File: config.mk
export PLATFORM = sky130hd
export DESIGN_NAME = meter_ballistics_peak_hold
export DESIGN_NICKNAME = d
export VERILOG_FILES = /design/src/design/mbph_pkg.sv /design/src/design/meter_ballistics_peak_hold.sv
export SDC_FILE = /design/constraint.sdc
export NUM_CORES = 1
export LEC_CHECK = 0
export BUFFER_PORTS_ARGS = -buffer_cell sky130_fd_sc_hd__buf_2
export CAP_MARGIN = 30
export CELL_PAD_IN_SITES_DETAIL_PLACEMENT = 1
export CELL_PAD_IN_SITES_GLOBAL_PLACEMENT = 1
export CORE_MARGIN = 3
export CORE_UTILIZATION = 55
export DETAILED_ROUTE_END_ITERATION = 10
export HOLD_SLACK_MARGIN = 0.12
export PLACE_DENSITY_LB_ADDON = 0.1
export SLEW_MARGIN = 20
export SYNTH_ARGS = -nofsm -noshare
export SYNTH_HDL_FRONTEND = slang
export SYNTH_SLANG_ARGS = --single-unit
export TNS_END_PERCENT = 1
File: constraint.sdc
create_clock -name clock -period 10.9 [get_ports clock]
set_input_delay 1.635 -clock clock [delete_from_list [all_inputs] [get_ports clock]]
set_output_delay 1.635 -clock clock [all_outputs]
set_load 0.01 [all_outputs]
File: src/design/mbph_pkg.sv
// ----------------------------------------------------------------------------
// mbph_pkg
// Shared types and constants for the level meter bank with peak hold.
// ----------------------------------------------------------------------------
package mbph_pkg;

   localparam int LVL_W          = 16;
   localparam int NUM_METERS_DEF = 8;

   // Command codes on req_command
   localparam logic CMD_SET  = 1'b0;
   localparam logic CMD_TICK = 1'b1;

   // Register indexes on the csr port
   localparam logic [2:0] REG_MIN_LEVEL     = 3'd0;
   localparam logic [2:0] REG_MAX_LEVEL     = 3'd1;
   localparam logic [2:0] REG_CLIP_ENABLE   = 3'd2;
   localparam logic [2:0] REG_RISE_STEP     = 3'd3;
   localparam logic [2:0] REG_DECAY_STEP    = 3'd4;
   localparam logic [2:0] REG_HOLD_TICKS    = 3'd5;
   localparam logic [2:0] REG_ACTIVE_METERS = 3'd6;

   // Reset values
   localparam logic signed [LVL_W-1:0] RST_MIN_LEVEL     = -16'sd15360;
   localparam logic signed [LVL_W-1:0] RST_MAX_LEVEL     = 16'sd0;
   localparam logic                    RST_CLIP_ENABLE   = 1'b1;
   localparam logic [LVL_W-1:0]        RST_RISE_STEP     = 16'd1280;
   localparam logic [LVL_W-1:0]        RST_DECAY_STEP    = 16'd12800;
   localparam logic [LVL_W-1:0]        RST_HOLD_TICKS    = 16'd0;
   localparam logic [3:0]              RST_ACTIVE_METERS = 4'd8;

   typedef enum logic {
      ST_IDLE,
      ST_SCAN
   } state_type;

endpackage

File: src/design/meter_ballistics_peak_hold.sv
// ----------------------------------------------------------------------------
// meter_ballistics_peak_hold
// Bank of level meters with rise/decay ballistics and peak hold.
// ----------------------------------------------------------------------------
// A set request writes one meter's target; it gives no result. A tick
// request while the timer runs walks the active meters one per cycle: busy
// stays high for the walk, and the N results (N = effective active meter
// count, 1 to NUM_METERS) follow one per cycle. The state register and then
// the result register lie between the accepted request and the first result.
// The walk rate is set by the meter memory, which is read and written back
// once per meter per cycle. A tick while the timer is stopped is taken and
// gives no result. Register writes are held off while a tick walk is under
// way. No clearing pass is needed after reset. Results cannot be stalled.
// ----------------------------------------------------------------------------
module meter_ballistics_peak_hold
   import mbph_pkg::*;
#(
   parameter int NUM_METERS = NUM_METERS_DEF
) (
   input  logic                    clock,
   input  logic                    reset,
   // request channel
   input  logic                    start,
   output logic                    busy,
   input  logic                    req_command,
   input  logic [2:0]              req_meter_index,
   input  logic signed [LVL_W-1:0] req_new_level,
   // result channel
   output logic                    rsp_valid,
   output logic [2:0]              rsp_meter_number,
   output logic signed [LVL_W-1:0] rsp_shown_level,
   output logic                    rsp_last,
   output logic                    rsp_all_settled,
   // register write channel
   input  logic                    csr_valid,
   output logic                    csr_ready,
   input  logic [2:0]              csr_index,
   input  logic [LVL_W-1:0]        csr_wdata
);

   localparam int IDX_W = (NUM_METERS > 1) ? $clog2(NUM_METERS) : 1;

   // registers
   logic signed [LVL_W-1:0] min_level_ff, max_level_ff;
   logic                    clip_enable_ff;
   logic [LVL_W-1:0]        rise_step_ff, decay_step_ff, hold_ticks_ff;
   logic [3:0]              active_meters_ff;

   state_type               state_ff, state_in;
   logic [IDX_W-1:0]        proc_idx_ff, proc_idx_in;
   logic                    run_ff;
   logic                    settled_ff;

   // memories and their valid bits
   logic signed [LVL_W-1:0] tgt_mem [NUM_METERS];
   logic [2*LVL_W-1:0]      mtr_mem [NUM_METERS];
   logic signed [LVL_W-1:0] tgt_rd_ff;
   logic [2*LVL_W-1:0]      mtr_rd_ff;
   logic [NUM_METERS-1:0]   tgt_vld_ff, lvl_vld_ff, hold_vld_ff;

   // result registers
   logic                    rsp_valid_ff;
   logic [2:0]              rsp_num_ff;
   logic signed [LVL_W-1:0] rsp_lvl_ff;
   logic                    rsp_last_ff, rsp_settled_ff;

   logic                    accept, tick_go, set_go, scanning, at_last;
   logic [6:0]              act_ext, cnt_eff;
   logic [IDX_W-1:0]        last_idx, set_addr;
   logic signed [LVL_W-1:0] clamped;

   logic signed [LVL_W-1:0] cur_tgt, cur_lvl, new_lvl;
   logic [LVL_W-1:0]        cur_hold, new_hold;
   logic signed [LVL_W:0]   delta, dist_mag, lvl_down, lvl_up;
   logic                    meter_settled;

   assign csr_ready = !busy;

   // ---------------- request decode ----------------
   assign accept  = start && !busy;
   assign tick_go = accept && (req_command == CMD_TICK) && run_ff;
   assign set_go  = accept && (req_command == CMD_SET)
                    && ({4'b0, req_meter_index} < 7'(NUM_METERS));
   assign set_addr = IDX_W'({4'b0, req_meter_index});

   always_comb begin
      act_ext = {3'b0, active_meters_ff};
      if (act_ext == 7'd0) begin
         cnt_eff = 7'd1;
      end else if (act_ext > 7'(NUM_METERS)) begin
         cnt_eff = 7'(NUM_METERS);
      end else begin
         cnt_eff = act_ext;
      end
      last_idx = IDX_W'(cnt_eff - 7'd1);
   end

   always_comb begin
      clamped = req_new_level;
      if (clip_enable_ff) begin
         if (req_new_level < min_level_ff) begin
            clamped = min_level_ff;
         end else if (req_new_level > max_level_ff) begin
            clamped = max_level_ff;
         end
      end
   end

   // ---------------- sequencer ----------------
   assign at_last = (proc_idx_ff == last_idx);

   always_comb begin
      state_in = state_ff;
      case (state_ff)
         ST_IDLE: begin
            if (tick_go) state_in = ST_SCAN;
         end
         ST_SCAN: begin
            if (at_last) state_in = ST_IDLE;
         end
         default: state_in = ST_IDLE;
      endcase
   end

   always_comb begin
      scanning    = 1'b0;
      proc_idx_in = '0;
      case (state_ff)
         ST_IDLE: begin
            proc_idx_in = '0;
         end
         ST_SCAN: begin
            scanning    = 1'b1;
            proc_idx_in = at_last ? '0 : proc_idx_ff + 1'b1;
         end
         default: begin
            proc_idx_in = '0;
         end
      endcase
   end

   assign busy = scanning;

   always_ff @(posedge clock) begin
      if (reset) begin
         state_ff    <= ST_IDLE;
         proc_idx_ff <= '0;
      end else begin
         state_ff    <= state_in;
         proc_idx_ff <= proc_idx_in;
      end
   end

   // ---------------- meter update ----------------
   always_comb begin
      cur_tgt  = tgt_vld_ff[proc_idx_ff]  ? tgt_rd_ff : RST_MIN_LEVEL;
      cur_lvl  = lvl_vld_ff[proc_idx_ff]  ? $signed(mtr_rd_ff[2*LVL_W-1:LVL_W])
                                          : RST_MIN_LEVEL;
      cur_hold = hold_vld_ff[proc_idx_ff] ? mtr_rd_ff[LVL_W-1:0] : hold_ticks_ff;

      delta    = (LVL_W+1)'(cur_tgt) - (LVL_W+1)'(cur_lvl);
      dist_mag = -delta;
      lvl_down = (LVL_W+1)'(cur_lvl) - $signed({1'b0, decay_step_ff});
      lvl_up   = (LVL_W+1)'(cur_lvl) + $signed({1'b0, rise_step_ff});

      new_lvl       = cur_lvl;
      new_hold      = cur_hold;
      meter_settled = 1'b1;
      if (delta < 0) begin
         if (cur_hold == '0) begin
            if (dist_mag > $signed({1'b0, decay_step_ff})) begin
               new_lvl       = lvl_down[LVL_W-1:0];
               meter_settled = 1'b0;
            end else begin
               new_lvl = cur_tgt;
            end
         end else begin
            // hold the peak, count down
            new_hold      = cur_hold - 1'b1;
            meter_settled = 1'b0;
         end
      end else if (delta > 0) begin
         if (delta > $signed({1'b0, rise_step_ff})) begin
            new_lvl       = lvl_up[LVL_W-1:0];
            meter_settled = 1'b0;
         end else begin
            new_lvl = cur_tgt;
         end
         new_hold = hold_ticks_ff;
      end
   end

   // ---------------- memories ----------------
   always_ff @(posedge clock) begin
      if (set_go) tgt_mem[set_addr] <= clamped;
      tgt_rd_ff <= tgt_mem[proc_idx_in];
   end

   always_ff @(posedge clock) begin
      if (scanning) mtr_mem[proc_idx_ff] <= {new_lvl, new_hold};
      mtr_rd_ff <= mtr_mem[proc_idx_in];
   end

   // ---------------- registers, valid bits, timer ----------------
   always_ff @(posedge clock) begin
      if (reset) begin
         min_level_ff     <= RST_MIN_LEVEL;
         max_level_ff     <= RST_MAX_LEVEL;
         clip_enable_ff   <= RST_CLIP_ENABLE;
         rise_step_ff     <= RST_RISE_STEP;
         decay_step_ff    <= RST_DECAY_STEP;
         hold_ticks_ff    <= RST_HOLD_TICKS;
         active_meters_ff <= RST_ACTIVE_METERS;
         tgt_vld_ff       <= '0;
         lvl_vld_ff       <= '0;
         hold_vld_ff      <= '0;
         run_ff           <= 1'b0;
         settled_ff       <= 1'b1;
      end else begin
         if (csr_valid && csr_ready) begin
            case (csr_index)
               REG_MIN_LEVEL:     min_level_ff     <= $signed(csr_wdata);
               REG_MAX_LEVEL:     max_level_ff     <= $signed(csr_wdata);
               REG_CLIP_ENABLE:   clip_enable_ff   <= csr_wdata[0];
               REG_RISE_STEP:     rise_step_ff     <= csr_wdata;
               REG_DECAY_STEP:    decay_step_ff    <= csr_wdata;
               REG_HOLD_TICKS: begin
                  // every counter now reads as the new hold length
                  hold_ticks_ff <= csr_wdata;
                  hold_vld_ff   <= '0;
               end
               REG_ACTIVE_METERS: active_meters_ff <= csr_wdata[3:0];
               default: ;
            endcase
         end
         if (set_go) begin
            tgt_vld_ff[set_addr] <= 1'b1;
            run_ff               <= 1'b1;
         end
         if (tick_go) begin
            settled_ff <= 1'b1;
         end
         if (scanning) begin
            lvl_vld_ff[proc_idx_ff]  <= 1'b1;
            hold_vld_ff[proc_idx_ff] <= 1'b1;
            settled_ff               <= settled_ff && meter_settled;
            if (at_last && settled_ff && meter_settled) run_ff <= 1'b0;
         end
      end
   end

   // ---------------- result register ----------------
   always_ff @(posedge clock) begin
      if (reset) begin
         rsp_valid_ff <= 1'b0;
      end else begin
         rsp_valid_ff <= scanning;
      end
      rsp_num_ff     <= 3'(proc_idx_ff);
      rsp_lvl_ff     <= new_lvl;
      rsp_last_ff    <= at_last;
      rsp_settled_ff <= at_last && settled_ff && meter_settled;
   end

   assign rsp_valid        = rsp_valid_ff;
   assign rsp_meter_number = rsp_num_ff;
   assign rsp_shown_level  = rsp_lvl_ff;
   assign rsp_last         = rsp_valid_ff && rsp_last_ff;
   assign rsp_all_settled  = rsp_valid_ff && rsp_settled_ff;

`ifndef SYNTHESIS
   a_settled_on_last: assert property (@(posedge clock) disable iff (reset)
      rsp_all_settled |-> rsp_last)
      else $error("all_settled without last");

   a_scan_emits: assert property (@(posedge clock) disable iff (reset)
      (state_ff == ST_SCAN) |=> rsp_valid)
      else $error("scanned meter gave no result");

   a_results_contiguous: assert property (@(posedge clock) disable iff (reset)
      (rsp_valid && !rsp_last) |=>
         (rsp_valid && (rsp_meter_number == 3'($past(rsp_meter_number) + 3'd1))))
      else $error("result sequence broken");

   a_timer_stopped: assert property (@(posedge clock) disable iff (reset)
      rsp_all_settled |-> !run_ff)
      else $error("timer still running after settle");
`endif

endmodule

==> key figures, run 1 <==
STA
  • Actual slew at the worst max-slew pin: 0.962 ns
  • Setup TNS: 0 ns
  • Setup WS post-layout: ~1.8 ns
  • Final Hold Vio Count: 0
  • Endpoints failing setup: 0
  • Highest clock rate: 0.110 GHz
  • Fin Clk Skew: just over 0.03 ns
  • Final critical-path required period: 9.07 ns
  • Unrepaired setup endpoints after global routing: no
  • Final Cycle Share: 83.2%
  • Slew headroom: a little over a third
  • Max-slew violations: 0
  • Worst hold margin: 0.458 ns

Synth
  • Post-synthesis cell type count: 93
  • Part of the Yosys area used for sequential elements: 57.1%
  • Post-synth EDFFs: 384
  • Ys async rst share: 0%
  • #FFs+latches synth: 569
  • Cells after Synth: 2,265
  • Mapped cell area: 0.0267 mm²
  • Synthesized area per cell: 11.8 µm²
  • Syn nets: 2,416
  • Top_reg_cell synth: edfxtp_1
  • Ys Warns: 0

Clock tree
  • CTS tree: built
  • Cts repair resizes: 0
  • CTS Hold Bufs: 0
  • Total CTS buffers: 55
  • CTS clock-pin slew for the worst setup and hold paths: 0.06 ns
  • Clock Path Buffers: 3
  • Setup bufs post-CTS: 0
  • Num Clock Sinks: 569
  • Clock tree root buffer cell: clkbuf_16
  • Clk Latency, worst-skew pair: between 0.6 and 0.7 ns
  • Htree depth: 2

Global route
  • Overflow after GRT: 0
  • GRT Total Usage: between 30% and 40%
  • Largest net degree at the start of global routing: a little under 90
  • Initial antenna violation count: 2
  • Grt met3 use: 4.04%
  • M1 GR Usage: 41.7%
  • Met2 Use GR: around 56%
  • Top Usage Layer GRT: met2
  • Vias in the first global route: around 20,000
  • First-pass GRT wire length: 123 mm

Route
  • Antenna viol nets, final: 0
  • Initial DRC Count: 1,642
  • Routed WL per cell: 27.6 µm
  • DRT Wirelength: 82.3 mm
  • Vias: 19,200
  • DR pass1 iterations: 6
  • DR vias/cell: 6.46
  • Residual DRC: 0

Critical path
  • Max stage delay on crit path: 0.72 ns
  • Worst path slowest cell: o21ai_0
  • Critical path arrival: 9.36 ns
  • CP top delay family: compound AO/OA/AOI/OAI gates
  • Setup CP Type: flip-flop to flip-flop
  • CP Buf/Inv Count: 5
  • CP endpoint kind: flip-flop
  • Critical path origin: proc_idx_ff[0]
  • CP Launch Type: flip-flop
  • R2R Path Start: proc_idx_ff[0]
  • CP max FO: 61
  • Critical Path RT: 11.19 ns

Final layout
  • Final Non-Filler Cells: 2,980
  • # nets final: 2,470
  • Layout cells sized above 1: 15.2%
  • Layout area overhead: 10.9%
  • ANT cells: 0

Die
  • Die ar.: 0.0512 mm²
  • CORE AREA: 0.0478 mm²
  • Chip Height: around 230 µm
  • Starting density of the core: 55.8%
  • I/O Pins: 67
  • Die Wd: 226 µm
  • Row count: 80

Run
  • Max Cap Viol: 0

Placement
  • Placed Cells: 2,870
  • Port bufs: 66
  • Final HPWL from detailed placement: approximately 56 mm
  • Placer Congestion: a little under 1
  • Worst slack at placement: ~1.9 ns

Pwr
  • Pwr dens: 185 mW/mm²
  • VDD IR max: 0.179 mV
  • Lkg Pwr: 10.3 nW
  • Design Power: 5.48 mW

Min path
  • Hold Startpoint: decay_step_ff[11]
  • Hold Path Class: flip-flop to flip-flop

Outcome
  • Run status: complete, no violations
report_power, final:
group | total (mW) | internal [mW] | switching [mW]
clock network | 1.90 | 1.06 | 0.834
logic | 1.04 | 0.334 | 0.706
registers | 2.54 | 2.50 | 0.0403
total | 5.48 | 3.90 | 1.58
Yosys cell counts (23+ instances only):
library cell	number	area share (%)
edfxtp_1	384	43
nand2_1	229	3.2
dfxtp_1	185	14
a21oi_1	166	3.1
nor2_1	149	2.1
inv_1	107	1.5
ha_1	105	4.9
o21ai_0	100	1.9
clkbuf_1	99	1.4
o22ai_1	68	1.6
mux2_2	56	2.4
o221ai_1	54	1.8
mux4_2	50	4.2
xnor2_1	43	1.4
a211oi_1	38	1.1
nor3_1	38	0.71
a21o_1	31	0.87
nand3_1	31	0.58
nor2b_1	29	0.68
mux2i_1	25	0.94
nand2b_1	23	0.54
worst reg2reg max path, delay by kind of cell, from the launching register on:
kind | cells | cell delay (ns)
buffers and inverters | 5 | 1.17
AO/OA/AOI/OAI | 16 | 4.83
flip-flops | 1 | 0.56
AND/OR/NAND/NOR | 6 | 0.74
XOR/XNOR | 2 | 0.51
adder cells (fa/ha/maj) | 3 | 0.96
state kept, by name, summed over array words and instances, names as in the netlist, 3 cells and up:
signal,count
mtr_rd_ff,32
rsp_meter_number,3
min_level_ff,16
proc_idx_ff,3
rise_step_ff,16
tgt_rd_ff,16
max_level_ff,16
hold_ticks_ff,16
rsp_shown_level,16
tgt_mem,128
hold_vld_ff,8
active_meters_ff,4
lvl_vld_ff,8
decay_step_ff,16
tgt_vld_ff,8
mtr_mem,256
area by class of cell:
type,instances,area [µm²]
fill,4796,18300
sequential,569,15200
inverter,109,409
timing repair buffer,114,706
clock buffer,72,1480
multi-input combinational,1470,10700
tap,615,769
clock inverter,31,309
cell families after synthesis:
logic type	count (synthesis)	share of synthesized area, %
flops	569	57.1
buf+inv	226	3.34
simple gates	573	9.86
mux	133	7.66
xor+xnor	59	1.94
fa+ha+maj	111	5.26
compound gates	594	14.9
stage by stage:
step                area, µm²  utilization [%]
finish                  29600             61.8
global route            29600             61.8
CTS                     29500             61.7
detailed placement      27700             57.9
global placement        27700             57.9
floorplan               26700                -
worst paths after layout:
| kind | slack [ns] | depth (start not counted) | endpoint |
|---|---|---|---|
| worst min register to register | 0.46 | 2 | decay_step_ff[11] |
| worst min-delay path | 0.46 | 2 | decay_step_ff[11] |
| worst max register to register | 1.83 | 32 | mtr_mem[1][19] |
| worst max-delay path | 1.83 | 32 | mtr_mem[1][19] |
routing by layer:
layer | share of wire [%] | vias up
li1 | - | 8642
met1 | 41 | 9792
met2 | 50 | 640
met3 | 5.5 | 165
met4 | 3.6 | 0
met5 | 0 | -
layout by cell type (no fill, tap or decap), drive strengths merged, types with 29 or more instances in the layout:
cell    netlist  final
buf          18    112
o221ai       54     54
clkbuf       99     74
edfxtp      384    384
nor2        151    151
o21ai       105    105
nor3         40     40
a211oi       40     40
nor2b        29     29
dfxtp       185    185
nand3        32     32
mux2         56     56
mux4         50     50
nand2       229    229
a21o         31     31
xnor2        43     43
inv         107    112
o22ai        68     68
a21oi       169    169
ha          105    105
Power figures use the tool's default switching activity.
==> run 2: changes to the inputs <==
ABC_AREA = 1   (was not set)
CORE_UTILIZATION = 49   (was 55)
clock period = 9 ns   (was 10.9 ns; I/O delays follow)
==> run 2 against run 1 <==
- synthesized cell count increased by 35%
- global-route usage increased by 0.16 points
- sequential cell count unchanged
- clock skew decreased by 0.011 ns
- largest cell class unchanged
- combinational power increased by 39%
- critical path type unchanged
- largest power group unchanged
==> key figures, run 2 <==
Synth
  • Cells after Synth: 3,063
  • Leading area contributor after synthesis: edfxtp_1
  • Post-synth EDFFs: 384
  • Part of the Yosys area used for sequential elements: 55.0%
  • Post-synthesis cell type count: between 50 and 60
  • Mapped cell area: between 0.02 and 0.03 mm²
  • Top area cells in the synthesized netlist: edfxtp_1 42%, dfxtp_1 13%, nand2_1 7.9%
  • Syn nets: between 3,000 and 4,000
  • Ys Warns: 0
  • Ys async rst share: 0%
  • Most frequent cell after synthesis: nand2_1
  • #FFs+latches synth: approximately 570
  • Synthesized area per cell: 9.05 µm²
  • Post-synth top cells: 585 x nand2_1, 384 x edfxtp_1, 371 x nor2_1, 323 x o21ai_0, 273 x inv_1
  • Top_reg_cell synth: edfxtp_1
  • Area fraction of the dominant cell type after synthesis: 41.6%

Clock tree
  • Total CTS buffers: 59
  • Clock tree root buffer cell: clkbuf_16
  • CTS clock-pin slew for the worst setup and hold paths: 0.06 ns
  • Clock Path Buffers: 3
  • Clk Latency, worst-skew pair: 0.63 ns
  • Htree depth: 2
  • CTS Hold Bufs: 0
  • Num Clock Sinks: 569
  • Cts repair resizes: 0
  • CTS tree: built
  • Setup bufs post-CTS: 0

STA
  • Unrepaired setup endpoints after global routing: no
  • Actual slew at the worst max-slew pin: 0.966 ns
  • Final Hold Vio Count: 0
  • Worst hold margin: 0.469 ns
  • Setup TNS: 0 ns
  • Max-slew violations: 0
  • Endpoints failing setup: 0
  • Highest clock rate: 0.130 GHz
  • Fin Clk Skew: 0.0199 ns
  • Slew headroom: between 30% and 40%
  • Final Cycle Share: 85.2%
  • Final critical-path required period: about 7.7 ns

Route
  • DRT Wirelength: about 100 mm
  • DR pass1 iterations: 6
  • Initial DRC Count: 1,895
  • Antenna viol nets, final: 0
  • Residual DRC: 0
  • Vias: about 23,000
  • DR vias/cell: a little under 6
  • Routed WL per cell: 25.0 µm

Global route
  • Largest net degree at the start of global routing: 194
  • First-pass GRT wire length: ~150 mm
  • GRT Total Usage: 32.2%
  • Overflow after GRT: 0
  • Vias in the first global route: approximately 24,000
  • Initial antenna violation count: 3

Die
  • Starting density of the core: 49.9%
  • Die ar.: 0.0595 mm²
  • Die Wd: 244 µm
  • I/O Pins: 67
  • CORE AREA: ~0.056 mm²
  • Chip Height: 244 µm
  • Row count: 86

Final layout
  • # nets final: ~3,200
  • FILL cells: 6,393
  • Most frequent cells in the layout: 585 x nand2_1, 384 x edfxtp_1, 362 x nor2_1
  • Commonest non-fill, non-tap cell in the layout: nand2_1
  • Largest registers: mtr_mem x256, tgt_mem x128, mtr_rd_ff x32
  • Most flops, register: mtr_mem
  • Layout area overhead: 11.3%
  • Layout cells sized above 1: 9.66%
  • Max reg flops: 256

Critical path
  • Max stage delay on crit path: 0.74 ns
  • Crit path top cell by count: nand3_1
  • CP top delay family: simple AND/OR/NAND/NOR gates
  • CP Buf/Inv Count: 7
  • CP max FO: between 50 and 60
  • Critical path arrival: 8.00 ns
  • Critical Path RT: 9.33 ns
  • Setup CP Type: flip-flop to flip-flop
  • CP endpoint kind: flip-flop
  • Worst path slowest cell: dfxtp_4
  • CP Launch Type: flip-flop

Min path
  • Hold Path Class: flip-flop to flip-flop

Pwr
  • Lkg Pwr: 12.5 nW
  • VDD IR max: 0.182 mV
  • Pwr dens: 229 mW/mm²

Placement
  • Final HPWL from detailed placement: 65.4 mm
  • Placer Congestion: slightly below 1
  • Port bufs: 66

Run
  • Max Cap Viol: 0

Outcome
  • Run status: complete, no violations
run 2: metal layers:
metal  wire (µm)  track usage, %
met5           0               0
met4        3620            11.7
met3        6320            4.36
met2       46400            53.7
met1       41000            43.0
run 2: final cells by class:
class / count / area [µm²] / area share [%]
diodes: 1 / 2.50 / 0.00811
clock buffers: 84 / 1720 / 5.58
clock inverters: 27 / 255 / 0.827
inverters: 286 / 1080 / 3.49
multi-input cells: 2071 / 10900 / 35.3
flip-flops and latches: 569 / 15200 / 49.4
well taps: 748 / 936 / 3.03
repair buffers: 110 / 746 / 2.42
run 2: final timing paths:
path	slack [ns]	depth (start not counted)	start	endpoint
max reg2reg	1.33	34	proc_idx_ff[0]	mtr_mem[7][25]
max	1.33	34	proc_idx_ff[0]	mtr_mem[7][25]
min reg2reg	0.47	2	hold_vld_ff[6]	hold_vld_ff[6]
min	0.47	2	hold_vld_ff[6]	hold_vld_ff[6]
run 2: kinds of logic after synthesis:
group / count (synthesis) / synth area share (%)
AND/OR/NAND/NOR: 1198 / 18.4
buffers and inverters: 423 / 6.07
AO/OA/AOI/OAI: 731 / 14.5
flip-flops: 569 / 55.0
XOR/XNOR: 34 / 1.07
adder cells (fa/ha/maj): 108 / 4.96
run 2: where the power goes:
group | switching, mW | leakage (nW) | internal (mW)
registers | 0.0469 | 5.01 | 3.09
logic | 1.07 | 6.52 | 0.376
clock network | 1.07 | 0.969 | 1.42
total | 2.19 | 12.5 | 4.89
run 2: stage by stage:
step	utilization (%)	instances	power, mW	instance area, µm²	setup WS (ns)
3_5_place_dp	51.8	3777	4.59	28800	1.61
3_3_place_gp	51.8	3774	4.52	28700	2.01
4_1_cts	55.4	3888	7.06	30800	1.51
2_1_floorplan	-	3063	4.05	27700	3.46
5_1_grt	55.6	3895	7.33	30900	0.800
6_report	55.6	3896	7.08	30900	1.33
run 2: tightest hold or removal path, cell delays in order (launching register included):
cell and delay (ns):
dfxtp_1 0.31, nand2_1 0.06, a21oi_1 0.05
